`config.mk`:
```
export PLATFORM = sky130hd
export DESIGN_NAME = ticket_queue_with_priority_extract_top
export DESIGN_NICKNAME = d
export VERILOG_FILES = /design/src/hdl/tqpe_pkg.sv /design/src/hdl/ticket_queue_with_priority_extract_top.sv
export SDC_FILE = /design/constraint.sdc
export NUM_CORES = 1
export LEC_CHECK = 0
export BUFFER_PORTS_ARGS = -buffer_cell sky130_fd_sc_hd__buf_2
export CORE_UTILIZATION = 40
export CTS_CLUSTER_DIAMETER = 50
export DETAILED_ROUTE_END_ITERATION = 8
export PLACE_DENSITY = 0.62
export SLEW_MARGIN = 30
export SYNTH_ARGS = -nofsm -noshare
export SYNTH_HDL_FRONTEND = slang
export SYNTH_SLANG_ARGS = --single-unit
```
`constraint.sdc`:
```
create_clock -name clk_i -period 6.78 [get_ports clk_i]
set_input_delay 0.339 -clock clk_i [delete_from_list [all_inputs] [get_ports clk_i]]
set_output_delay 0.339 -clock clk_i [all_outputs]
set_load 0.01 [all_outputs]
```
`src/hdl/tqpe_pkg.sv`:
```
// Shared types, codes and constants of the ticket queue with priority extraction.
package tqpe_pkg;

  localparam int unsigned DepthDefault = 16;

  localparam int unsigned IdW      = 16;
  localparam int unsigned PrioW    = 8;
  localparam int unsigned TimeW    = 32;
  localparam int unsigned CountOutW = 5;

  localparam int unsigned InDataW  = 64;
  localparam int unsigned InUserW  = 3;
  localparam int unsigned OutDataW = 64;
  localparam int unsigned OutUserW = 3;

  typedef enum logic [2:0] {
    OP_ENQ    = 3'd0,
    OP_DEQ    = 3'd1,
    OP_RMMIN  = 3'd2,
    OP_FIND   = 3'd3,
    OP_OLDEST = 3'd4
  } op_e;

  typedef enum logic [1:0] {
    RC_OK    = 2'd0,
    RC_EMPTY = 2'd1,
    RC_FULL  = 2'd2
  } rc_e;

  // One stored ticket, packed in the same order as the word fields.
  typedef struct packed {
    logic [TimeW-1:0] created;
    logic             open;
    logic [PrioW-1:0] prio;
    logic [IdW-1:0]   id;
  } entry_t;

  localparam int unsigned EntryW = $bits(entry_t);

endpackage

```
`src/hdl/ticket_queue_with_priority_extract_top.sv`:
```
// Top level of the ticket queue: entry memory, scan and shift sequencer, output register.
//
//  Channel  | Dir | Signals                    | Contents (lowest bit first)
//  ---------+-----+----------------------------+-----------------------------------------
//  s_axis   | in  | tvalid tready tdata tuser  | tuser: operation; tdata: ticket_id,
//           |     |                            | priority_req, is_open, created_time
//  m_axis   | out | tvalid tready tdata tuser  | tuser: found, result_code; tdata: out_id,
//           |     |                            | out_priority, out_open, out_created, count
//
// Every operation returns exactly one word. Enqueue and unused operation codes go from
// idle straight to the finish state. Find and oldest-open read the entries one per cycle
// through the single memory read port. Dequeue reads only the head; dequeue and
// remove-lowest then close the gap by moving each later entry down one place, with a read
// and then a write per moved entry, on top of the scan.
// Reset clears the entry count and the sequencer; the entry memory itself is not cleared.
// A finished word waits in the output register, so a stall on m_axis only holds the next
// operation in its final cycle; the input side is ready whenever the sequencer is idle.
module ticket_queue_with_priority_extract_top #(
  parameter int unsigned DEPTH = tqpe_pkg::DepthDefault
) (
  input  logic                           clk_i,
  input  logic                           rst_ni,
  input  logic                           s_axis_tvalid,
  output logic                           s_axis_tready,
  // [15:0] ticket_id, [23:16] priority_req, [24] is_open, [56:25] created_time, rest zero
  input  logic [tqpe_pkg::InDataW-1:0]   s_axis_tdata,
  // [2:0] operation
  input  logic [tqpe_pkg::InUserW-1:0]   s_axis_tuser,
  output logic                           m_axis_tvalid,
  input  logic                           m_axis_tready,
  // [15:0] out_id, [23:16] out_priority, [24] out_open, [56:25] out_created,
  // [61:57] entry_count, rest zero
  output logic [tqpe_pkg::OutDataW-1:0]  m_axis_tdata,
  // [0] found, [2:1] result_code
  output logic [tqpe_pkg::OutUserW-1:0]  m_axis_tuser
);

  localparam int unsigned IW = (DEPTH > 1) ? $clog2(DEPTH) : 1;
  localparam int unsigned CW = $clog2(DEPTH + 1);

  typedef enum logic [4:0] {
    ST_IDLE   = 5'b00001,
    ST_SCAN   = 5'b00010,
    ST_SH_RD  = 5'b00100,
    ST_SH_WR  = 5'b01000,
    ST_FINISH = 5'b10000
  } state_e;

  state_e state_q, state_d;

  // Entry memory: one write port, one registered read port.
  tqpe_pkg::entry_t mem_q [DEPTH];
  tqpe_pkg::entry_t rdata_q;
  logic [IW-1:0]    rd_addr;
  logic             wr_en;
  logic [IW-1:0]    wr_addr;
  tqpe_pkg::entry_t wr_data;

  logic [CW-1:0]    count_q, count_d;
  tqpe_pkg::op_e    op_q, op_d;
  logic [tqpe_pkg::IdW-1:0] key_q, key_d;
  tqpe_pkg::rc_e    rc_q, rc_d;

  logic [CW-1:0]    scan_idx_q, scan_idx_d;
  logic [CW-1:0]    scan_end_q, scan_end_d;
  logic             pend_q, pend_d;
  logic [IW-1:0]    pend_idx_q, pend_idx_d;

  logic             have_q, have_d;
  tqpe_pkg::entry_t best_q, best_d;
  logic [IW-1:0]    best_idx_q, best_idx_d;
  logic [IW-1:0]    sh_idx_q, sh_idx_d;
  logic [CW-1:0]    sh_next;

  logic                          m_valid_q, m_valid_d;
  logic [tqpe_pkg::OutDataW-1:0] m_data_q, m_data_d;
  logic [tqpe_pkg::OutUserW-1:0] m_user_q, m_user_d;

  tqpe_pkg::entry_t in_entry;
  logic             in_accept;
  logic             take;
  logic             full;
  logic [CW+4:0]    count_ext;

  assign in_entry  = tqpe_pkg::entry_t'(s_axis_tdata[tqpe_pkg::EntryW-1:0]);
  assign in_accept = s_axis_tvalid && s_axis_tready;
  assign full      = (count_q == CW'(DEPTH));
  assign sh_next   = CW'(sh_idx_q) + CW'(1);
  assign count_ext = {5'd0, count_q};

  assign s_axis_tready = (state_q == ST_IDLE);
  assign m_axis_tvalid = m_valid_q;
  assign m_axis_tdata  = m_data_q;
  assign m_axis_tuser  = m_user_q;

  // The shared compare unit: decides whether the entry just read becomes the candidate.
  always_comb begin
    case (op_q)
      tqpe_pkg::OP_DEQ:    take = !have_q;
      tqpe_pkg::OP_RMMIN:  take = !have_q || (rdata_q.prio < best_q.prio);
      tqpe_pkg::OP_FIND:   take = !have_q && (rdata_q.id == key_q);
      tqpe_pkg::OP_OLDEST: take = rdata_q.open &&
                                  (!have_q || (rdata_q.created < best_q.created));
      default:             take = 1'b0;
    endcase
  end

  always_comb begin
    state_d    = state_q;
    count_d    = count_q;
    op_d       = op_q;
    key_d      = key_q;
    rc_d       = rc_q;
    scan_idx_d = scan_idx_q;
    scan_end_d = scan_end_q;
    pend_d     = 1'b0;
    pend_idx_d = pend_idx_q;
    have_d     = have_q;
    best_d     = best_q;
    best_idx_d = best_idx_q;
    sh_idx_d   = sh_idx_q;
    m_valid_d  = m_valid_q && !m_axis_tready;
    m_data_d   = m_data_q;
    m_user_d   = m_user_q;
    rd_addr    = scan_idx_q[IW-1:0];
    wr_en      = 1'b0;
    wr_addr    = sh_idx_q;
    wr_data    = rdata_q;

    case (state_q)
      ST_IDLE: begin
        if (in_accept) begin
          op_d       = tqpe_pkg::op_e'(s_axis_tuser[2:0]);
          key_d      = in_entry.id;
          have_d     = 1'b0;
          best_d     = '0;
          scan_idx_d = '0;
          rc_d       = tqpe_pkg::RC_OK;
          case (tqpe_pkg::op_e'(s_axis_tuser[2:0]))
            tqpe_pkg::OP_ENQ: begin
              state_d = ST_FINISH;
              if (full) begin
                rc_d = tqpe_pkg::RC_FULL;
              end else begin
                wr_en   = 1'b1;
                wr_addr = count_q[IW-1:0];
                wr_data = in_entry;
                count_d = count_q + CW'(1);
              end
            end
            tqpe_pkg::OP_DEQ: begin
              // Only the head matters for a dequeue.
              scan_end_d = (count_q != '0) ? CW'(1) : '0;
              state_d    = ST_SCAN;
            end
            tqpe_pkg::OP_RMMIN, tqpe_pkg::OP_FIND, tqpe_pkg::OP_OLDEST: begin
              scan_end_d = count_q;
              state_d    = ST_SCAN;
            end
            default: begin
              state_d = ST_FINISH;
            end
          endcase
        end
      end

      ST_SCAN: begin
        if (scan_idx_q < scan_end_q) begin
          rd_addr    = scan_idx_q[IW-1:0];
          pend_d     = 1'b1;
          pend_idx_d = scan_idx_q[IW-1:0];
          scan_idx_d = scan_idx_q + CW'(1);
        end
        if (pend_q && take) begin
          have_d     = 1'b1;
          best_d     = rdata_q;
          best_idx_d = pend_idx_q;
        end
        if ((scan_idx_q == scan_end_q) && !pend_q) begin
          if (!have_q) begin
            rc_d    = tqpe_pkg::RC_EMPTY;
            state_d = ST_FINISH;
          end else if ((op_q == tqpe_pkg::OP_DEQ) || (op_q == tqpe_pkg::OP_RMMIN)) begin
            sh_idx_d = best_idx_q;
            state_d  = ST_SH_RD;
          end else begin
            state_d = ST_FINISH;
          end
        end
      end

      ST_SH_RD: begin
        rd_addr = sh_next[IW-1:0];
        if (sh_next < count_q) begin
          state_d = ST_SH_WR;
        end else begin
          count_d = count_q - CW'(1);
          state_d = ST_FINISH;
        end
      end

      ST_SH_WR: begin
        wr_en    = 1'b1;
        wr_addr  = sh_idx_q;
        wr_data  = rdata_q;
        sh_idx_d = sh_next[IW-1:0];
        state_d  = ST_SH_RD;
      end

      ST_FINISH: begin
        if (!m_valid_q || m_axis_tready) begin
          m_valid_d = 1'b1;
          m_data_d  = {{(tqpe_pkg::OutDataW - tqpe_pkg::EntryW - 5){1'b0}},
                       count_ext[4:0], best_q};
          m_user_d  = {rc_q, have_q};
          state_d   = ST_IDLE;
        end
      end

      default: begin
        state_d = ST_IDLE;
      end
    endcase
  end

  always_ff @(posedge clk_i) begin
    if (wr_en) begin
      mem_q[wr_addr] <= wr_data;
    end
    rdata_q <= mem_q[rd_addr];
  end

  always_ff @(posedge clk_i or negedge rst_ni) begin
    if (!rst_ni) begin
      state_q   <= ST_IDLE;
      count_q   <= '0;
      pend_q    <= 1'b0;
      have_q    <= 1'b0;
      m_valid_q <= 1'b0;
    end else begin
      state_q   <= state_d;
      count_q   <= count_d;
      pend_q    <= pend_d;
      have_q    <= have_d;
      m_valid_q <= m_valid_d;
    end
  end

  always_ff @(posedge clk_i) begin
    op_q       <= op_d;
    key_q      <= key_d;
    rc_q       <= rc_d;
    scan_idx_q <= scan_idx_d;
    scan_end_q <= scan_end_d;
    pend_idx_q <= pend_idx_d;
    best_q     <= best_d;
    best_idx_q <= best_idx_d;
    sh_idx_q   <= sh_idx_d;
    m_data_q   <= m_data_d;
    m_user_q   <= m_user_d;
  end

endmodule

```
# ---- Word-level counts from Yosys, hierarchy flattened
# Memories as Yosys holds them, arrays and structs flattened. A register that Yosys moved wholly into a read port is not among the register bits.
# Index checks and enable logic that the tools add are counted.
dict set report word_totals {
  n_memories 1
  out_inout_bits 69
  elab_cells 142
  mem_bits_rw 912
  reg_bits 178
  input_bits 71
}
# memory words word_bits read_ports rd_clocked_by_memory_dff write_ports line_no
set mem_list {}
lappend mem_list {mem_q 16 57 1 1 1 ticket_queue_with_priority_extract_top.sv:52} ;# tqpe_pkg::entry_t mem_q [DEPTH];
dict set report op_classes {
  reduce_logical 33
  eq_ne 27
  add_sub_neg 4
  magnitude_cmp 4
  n_mux 54
}
# op n
set ops {}
lappend ops {{2-to-1 mux 57 bit} 6}
lappend ops {{case mux 57 bit (2 select lines)} 1}
lappend ops {{2-to-1 mux 5 bit} 13}
lappend ops {{< comparator 32 bit} 1}
lappend ops {{2-to-1 mux 4 bit} 8}
lappend ops {{case mux 5 bit (2 select lines)} 3}
lappend ops {{case mux 5 bit (5 select lines)} 1}
lappend ops {{!= test 2 bit (second input constant)} 9}
lappend ops {{== test 16 bit} 1}
lappend ops {{== test 3 x 2 -> 1 bit (second input constant)} 4}
lappend ops {{2-to-1 mux 1 bit} 12}
lappend ops {{AND reduction 3 bit} 4}
lappend ops {{adder 5 x 1 -> 5 bit (second input constant)} 2}
lappend ops {{== test 5 bit (second input constant)} 2}
lappend ops {{< comparator 5 bit} 2}
lappend ops {{2-to-1 mux 2 bit} 5}
lappend ops {{< comparator 8 bit} 1}
lappend ops {{case mux 4 bit (2 select lines)} 1}
lappend ops {{AND reduction 2 bit} 4}
lappend ops {{AND reduction 4 bit} 2}
lappend ops {{nonzero test 2 bit} 4}
lappend ops {{== test 3 x 1 -> 1 bit (second input constant)} 2}
lappend ops {{== test 3 bit (second input constant)} 2}
lappend ops {{logical AND 1 bit} 6}
lappend ops {{18 further kinds} 26}

# ---- Depth between registers and ports, before layout
# Gate-level depths: netlist of run 1.
dict set report depth {
  depth_word 7
  ltp_mapped 10
  depth_no_buf 9
}

# ---- Worst setup path after synthesis of run 1
# No wires, ideal clock.
dict set report synth_timing {
  path_type {register to register}
  start {reg state_q[4]}
  end {mem mem_q[11][0] in the netlist's numbering, enable pin}
  path_stages_with_launch 10
  required_time_ns 6.308
  slack_ns 1.622
  t_arrival_ns 4.685
  n_path_buf 1
  setup_ns 0.472
  path_cell_list {dfrtp_1 -> nor4_1 -> and2_1 -> nand2_1 -> inv_1 -> nand2_1 -> clkbuf_1 -> nor2_1 -> a22oi_1 -> nor2_1}
}
dict set report synth_between {
  elab_chain_len 6
  word_cells_on_any_way 9
  classes_between {eq/ne: 2; mux: 6; reduce/logical: 1}
}
# element line_no
set synth_rtl {}
lappend synth_rtl {{start: declaration} ticket_queue_with_priority_extract_top.sv:49} ;# state_e state_q, state_d;
lappend synth_rtl {{start signal: assignment} ticket_queue_with_priority_extract_top.sv:241} ;# state_q <= state_d;
lappend synth_rtl {{== test 5 x 1 -> 1 bit *} ticket_queue_with_priority_extract_top.sv:91} ;# assign s_axis_tready = (state_q == ST_IDLE);
lappend synth_rtl {{named net s_axis_tready} ticket_queue_with_priority_extract_top.sv:24} ;# output logic s_axis_tready,
lappend synth_rtl {{logical AND 1 bit} ticket_queue_with_priority_extract_top.sv:86} ;# assign in_accept = s_axis_tvalid && s_axis_tready;
lappend synth_rtl {{2-to-1 mux 1 bit} ticket_queue_with_priority_extract_top.sv:132} ;# if (in_accept) begin
lappend synth_rtl {{case mux 1 bit (2 select lines)} ticket_queue_with_priority_extract_top.sv:130} ;# case (state_q)
lappend synth_rtl {{2-to-1 mux 1 bit} ticket_queue_with_priority_extract_top.sv:227} ;# if (wr_en) begin
lappend synth_rtl {{2-to-1 mux 1 bit (implied by the code)} ticket_queue_with_priority_extract_top.sv:228} ;# mem_q[wr_addr] <= wr_data;
lappend synth_rtl {{end: declaration} ticket_queue_with_priority_extract_top.sv:52}
# The timed path passes the listed nets; every way through them passes the cells marked *.

# ---- Worst setup path after layout of run 1
dict set report layout_timing {
  start {reg state_q[2]}
  end {mem mem_q[8][35] in the netlist's numbering, enable pin}
}
dict set report layout_between {
  elab_chain_len 6
  word_cells_on_any_way 9
  classes_between {eq/ne: 2; mux: 6; reduce/logical: 1}
}
# element line_no
set layout_rtl {}
lappend layout_rtl {{== test 5 x 1 -> 1 bit} {ticket_queue_with_priority_extract_top.sv:91, ticket_queue_with_priority_extract_top.sv:130}}
lappend layout_rtl {{logical AND 1 bit} ticket_queue_with_priority_extract_top.sv:86}
lappend layout_rtl {{2-to-1 mux 1 bit} ticket_queue_with_priority_extract_top.sv:132}
lappend layout_rtl {{case mux 1 bit (2 select lines)} ticket_queue_with_priority_extract_top.sv:130}
lappend layout_rtl {{2-to-1 mux 1 bit} ticket_queue_with_priority_extract_top.sv:227}
lappend layout_rtl {{2-to-1 mux 1 bit (implied by the code)} ticket_queue_with_priority_extract_top.sv:228}
# Several ways; a longest one is shown, not always the timed one.

==> impl_metrics.ini, run 1 <==
[synthesis]
async_flop_share_pct = 1.13
synth_edf_count = 1077
ys.flop_type = edfxtp_1
ys_seq_elements = 1147
postSynthAreaPerCell_sq_um = 16.7
yosysWarningCount = 0
ys_seq_area_share_pct = 72.8
syn_area_sq_um = 46400
netlist_instances = 2783
ys_types = 56

[finish]
drive_above_1_share_pct = 16.7
final_area_sq_um = 52900
multiInputGateArea_sq_um = 11700
final_util_pct = 46.2
layout.nets = 3021
fillers = 9588
syn2layout_area_growth_pct = 14.0
seq_area_sq_um = 33800

[global_route]
grt_max_degree = 229
grt_antenna_before_repair = 7
grt_use_total_pct = 18.5
grt_pass1_wl_microns = 164000
grt_pass1_vias = 26300
overflow = 0

[floorplanning]
io_pins = 140
core_sq_um = 115000
die_w_microns = 343
initial_utilization_pct = 40.5
dieArea_sq_um = 117000
rows = 124
die_h_microns = 343

[clock_network]
clock_sinks = 1147
cts_resized = 0
cts_tree = done
clk_pin_slew_ps = 60
cts_root_buffer = clkbuf_16
cts_made_buffers = 117
clk_latency_ps = 720
cts.htree.levels = 3
clockBufferDepth = 3

[drt]
drt_iter0_markers = 2490
ant_nets = 0
routed_wl_microns = 110000
dr.pass1.iters = 9
routedWlPerCell_microns = 24.4
num_vias = 25800
viasPerCell = 5.71
drcViolationCount = 24

[critical_path]
critical_path_class = register to register
critPathArrivalTime_ps = 5160
cpPeakStageDelay_ps = 830
worstSetupEndpointType = register
ff2ff_setup_slack_ps = 1940
r2r_cells = 8
crit_path_max_fanout = 37
slowest_stage = nor2_4
crit_chain = nor4_1, and2_1, nand2_1, clkinv_1, nand2_4, a31oi_1, nor2_4, buf_4
required_ps = 7110
reg2reg_from = state_q[2]$_DFFE_PN0P_
startpoint_type = register
r2r-end = mem_q[8][35]$_DFFE_PP_

[sta]
finalHoldViolCount = 0
slew_headroom_pct = 5.34
fmaxAchievable_mhz = 207
rsz0062_at_grt = no
tightestPinTransition_ps = 1420
finalSetupTns_ps = 0
finalSetupViolCount = 0
slew_viol_final = 0
skew_ps = 26.3
min_period_over_period_pct = 71.3
hold_ws_ps = 66.5
min_period_ps = 4840

[status]
violations = DRC
outcome = complete, but fails checks

[placed_design]
dpl.hpwl_microns = 59300
placed_area_sq_um = 48900
place.gp.congestion = 0.762
port_buffers = 130

[power]
leakage_uw = 0.0179
p_total_uw = 20500
power_density_nw_per_um2 = 388
peakVddDrop_mv = 0.322

[job]
maxCapViolCount = 0

[worst_hold_path]
hold_class = primary input to async pin
-- layer usage --
layer  share of wire (%)  global-route usage (%)  up-vias
met2                  49                    30.8      915
met1                  42                    24.2    13200
met3                 6.4                    3.46      191
met4                 2.9                    6.67        0
li1                    -                       -    11400
met5                   0                       0        -
-- layout make-up --
type	instances	area share [%]
inverter	62	0.440
timing repair buffer	198	2.73
sequential	1147	63.9
tap	1512	3.57
antenna	1	0.00473
clock buffer	158	6.05
multi-input combinational	1371	22.1
clock inverter	63	1.16
-- flip-flops by register name, summed over array words and instances (netlist names) --
register / count
best_idx_q: 4
best_q: 57
count_q: 5
have_q: 1
key_q: 16
m_axis_tdata: 62
m_axis_tuser: 3
m_axis_tvalid: 1
mem_q: 912
op_q: 3
pend_idx_q: 4
pend_q: 1
rc_q: 2
rdata_q: 57
scan_end_q: 5
scan_idx_q: 5
sh_idx_q: 4
state_q: 5
-- where the power goes --
part / total (uW) / internal (uW) / switching, uW
combinational: 4760 / 1710 / 3050
clock: 6260 / 3540 / 2720
sequential: 9500 / 9150 / 351
-- cells in the mapped netlist, drive strengths merged (57+ instances only) --
cell type / number / share of area, %
edfxtp: 1077 / 70
mux2i: 346 / 7.5
o21ai: 243 / 2.6
a32oi: 228 / 4.3
clkbuf: 145 / 1.2
nand3: 122 / 1.3
inv: 62 / 0.50
and2: 60 / 0.81
buf: 59 / 0.75
mux2: 58 / 1.4
dfxtp: 57 / 2.5
mux4: 57 / 2.8
-- timing repair --
item / 4_1_cts / 5_1_grt
setup buffers: 0 / 0
hold buffers: 22 / 0
endpoints found under the setup margin: 0 / 0
hold endpoints to repair: 34 / 0
-- stage by stage --
| stage | setup WS (ps) | instances |
|---|---|---|
| final | 1940 | 4512 |
| after global routing | 1590 | 4511 |
| after CTS | 1950 | 4511 |
| after detailed placement | 2010 | 4268 |
| after global placement | 2190 | 4266 |
| after floorplan | 1620 | 2784 |
-- critical path, delay by kind of cell (launching register included) --
kind,cells,cell delay (ps)
compound gates,1,420
buf+inv,2,1410
flops,1,630
simple gates,5,1950
-- kinds of logic after synthesis --
family | share of synthesized area [%]
DFF | 72.8
AOI/OAI and AO/OA | 7.77
muxes | 11.6
and+or+nand+nor | 3.34
buffers and inverters | 2.46
adders and majority gates | 1.44
xor gates and xnor gates | 0.509
other | 0.00808
-- cell usage in the layout, fill, tap and decap left out, types with 4 or more instances in the layout --
cell           instances
nor2_1                24
bufinv_16              5
o21ai_0              235
dfxtp_1               57
mux4_2                57
buf_6                  4
a21oi_1               23
a21o_1                13
buf_4                 25
clkbuf_16            118
o21ai_1                7
o22ai_1                4
ha_1                  52
nand2_1               22
edfxtp_1            1077
clkinvlp_4             7
inv_6                  4
nor3_1                12
nor4_1                 4
mux2_2                58
a31oi_1                5
xor2_1                 7
xnor2_1               20
clkinv_2              12
nor2_4                16
nand3_1              120
inv_1                 60
buf_12                17
dlygate4sd3_1         22
buf_2                130
dfrtp_1               12
clkbuf_8              10
clkinv_1              22
and2_1                59
clkinv_8               5
mux2i_1              346
clkbuf_1              30
nand4_1               10
clkinv_4               4
a32oi_1              228
-- worst max-delay path by stage --
stage	end	slack [ps]	start	cells after the start
floorplan	mem_q[11][0]$_DFFE_PP_	1620	state_q[4]$_DFFE_PN0P_	9
global placement	mem_q[8][25]$_DFFE_PP_	2190	state_q[2]$_DFFE_PN0P_	9
detailed placement	mem_q[8][20]$_DFFE_PP_	2010	state_q[2]$_DFFE_PN0P_	9
CTS	mem_q[8][35]$_DFFE_PP_	1950	state_q[2]$_DFFE_PN0P_	9
global route	mem_q[8][35]$_DFFE_PP_	1590	state_q[2]$_DFFE_PN0P_	8
finish	mem_q[8][35]$_DFFE_PP_	1940	state_q[2]$_DFFE_PN0P_	8
No activity file was read; power rests on OpenSTA's default activity.
==> inputs of run 2 (changes only) <==
Clock period 6.78 ns to 4.8 ns, I/O delays scaled along.
==> impl_metrics.ini, run 2 (synthesis results as in run 1) <==
[status]
outcome = complete, but fails checks
violations = DRC

[floorplanning]
rows = 124
initial_utilization_pct = 40.5
die_w_microns = 343
io_pins = 140
dieArea_sq_um = 117000
die_h_microns = 343
core_sq_um = 115000

[clock_network]
clockBufferDepth = 3
cts_root_buffer = clkbuf_16
cts.htree.levels = 3
cts_made_buffers = 119
post-cts-setup-buffers = 0
clock_sinks = 1147
cts_resized = 0
clk_latency_ps = 730
cts_tree = done
ctsHoldBuffers = 23
clk_pin_slew_ps = 60

[global_route]
grt_use_total_pct = 19.2
grt_max_degree = 125
grt_pass1_vias = 27000
overflow = 0
grt_pass1_wl_microns = 170000
grt_antenna_before_repair = 3

[critical_path]
reg2reg_from = best_q[27]$_SDFFCE_PN0P_
path_buf_inv = 3
required_ps = 5180
r2r-end = best_q[26]$_SDFFCE_PN0P_
slowest_stage = o311ai_0
critPathArrivalTime_ps = 4280
crit_chain = inv_1, ha_1, a21oi_1, nor2b_1, o311ai_0, a311oi_1, buf_4, nor4_1, or3_4, buf_12
cp-startpoint = best_q[27]$_SDFFCE_PN0P_
startpoint_type = register
critical_path_class = register to register
cp-endpoint = best_q[26]$_SDFFCE_PN0P_
crit_path_max_fanout = 32
cpLargestDelayFamily = simple AND/OR/NAND/NOR gates
r2r_cells = 10
worstSetupEndpointType = register
path_depth = 10
cpPeakStageDelay_ps = 730
ff2ff_setup_slack_ps = 900

[drt]
routedWlPerCell_microns = 25.1
m1WireLength_microns = 47300
top_layer = met5
route.met2.wl_microns = 56800
dr.pass1.iters = 7
drcViolationCount = 12
num_vias = 26100
routed_wl_microns = 114000
dr_wl_met3_microns = 6340
drt_iter0_markers = 2308
viasPerCell = 5.74
ant_nets = 0

[sta]
rsz0062_at_grt = no
slew_headroom_pct = 32.5
fmaxAchievable_mhz = 256
hold_ws_ps = 58.2
finalSetupViolCount = 0
slew_viol_final = 0
finalHoldViolCount = 0
tightestPinTransition_ps = 1010
skew_ps = 35.3
min_period_over_period_pct = 81.2
min_period_ps = 3900

[finish]
syn2layout_area_growth_pct = 14.8
final_common_cell = edfxtp_1
largest-register = mem_q
final_area_sq_um = 53300
largest_reg_flops = 912
final_cell_mix = edfxtp_1 (1077), mux2i_1 (346), o21ai_0 (235)
layout.nets = 3049
drive_above_1_share_pct = 17.7
antennaDiodeCount = 0

[power]
power_density_nw_per_um2 = 552
leakage_uw = 0.0182
peakVddDrop_mv = 0.340

[placed_design]
port_buffers = 130
place.gp.congestion = 0.768
placed_area_sq_um = 49100
dpl.hpwl_microns = 61700

[worst_hold_path]
hold_class = primary input to async pin

[job]
maxCapViolCount = 0
[run 2: cell types whose count changed in the layout (fill, tap and decap cells not counted), moves of 3 or more]
| cell | delta |
|---|---|
| buf_4 | +21 |
| clkinv_2 | +15 |
| clkbuf_1 | -13 |
| buf_12 | +7 |
| bufinv_16 | +7 |
| clkbuf_8 | -7 |
| clkinv_1 | +5 |
| buf_6 | -3 |
| clkinv_16 | -3 |
[run 2: worst min-delay path by stage]
stage	from	endpoint	slack (ps)	cells past startpoint
5_1_grt	rst_ni	state_q[0]$_DFFE_PN1P_	60	2
6_report	rst_ni	state_q[0]$_DFFE_PN1P_	60	2
3_5_place_dp	rst_ni	m_axis_tvalid$_DFF_PN0_	150	1
3_3_place_gp	rst_ni	m_axis_tvalid$_DFF_PN0_	150	1
4_1_cts	rst_ni	state_q[0]$_DFFE_PN1P_	10	2
2_1_floorplan	rst_ni	count_q[0]$_DFFE_PN0P_	-60	0
[run 2: cell type report]
type	instances	area, sq um
multi-input cells	1371	11700
flip-flops and latches	1147	33800
clock inverters	87	827
well taps	1512	1890
fillers	9600	61400
inverters	62	233
clock buffers	139	3080
repair buffers	224	1720
[run 2: power breakdown]
group / total (uW) / switching, uW / internal (uW) / leakage, uW
combinational: 6860 / 4380 / 2480 / 0.00587
clock: 9140 / 3870 / 5270 / 0.00192
sequential: 13400 / 505 / 12900 / 0.0104
[run 2: metrics by stage]
step / cells / power, uW / setup slack, ps / utilization [%] / TNS, ps
finish: 4542 / 29400 / 901 / 46.5 / 0
CTS: 4542 / 29600 / 872 / 46.5 / 0
detailed placement: 4293 / 20500 / 879 / 42.8 / 0
global route: 4542 / 30600 / 774 / 46.5 / 0
floorplan: 2784 / 18200 / -358 / - / -302180
global placement: 4292 / 20100 / 802 / 42.8 / 0
[run 2: routing by layer]
| layer | up-vias | track usage, % |
|---|---|---|
| li1 | 11500 | - |
| met1 | 13500 | 24.9 |
| met2 | 919 | 32.8 |
| met3 | 218 | 2.65 |
| met4 | 2 | 7.25 |
| met5 | - | 0 |
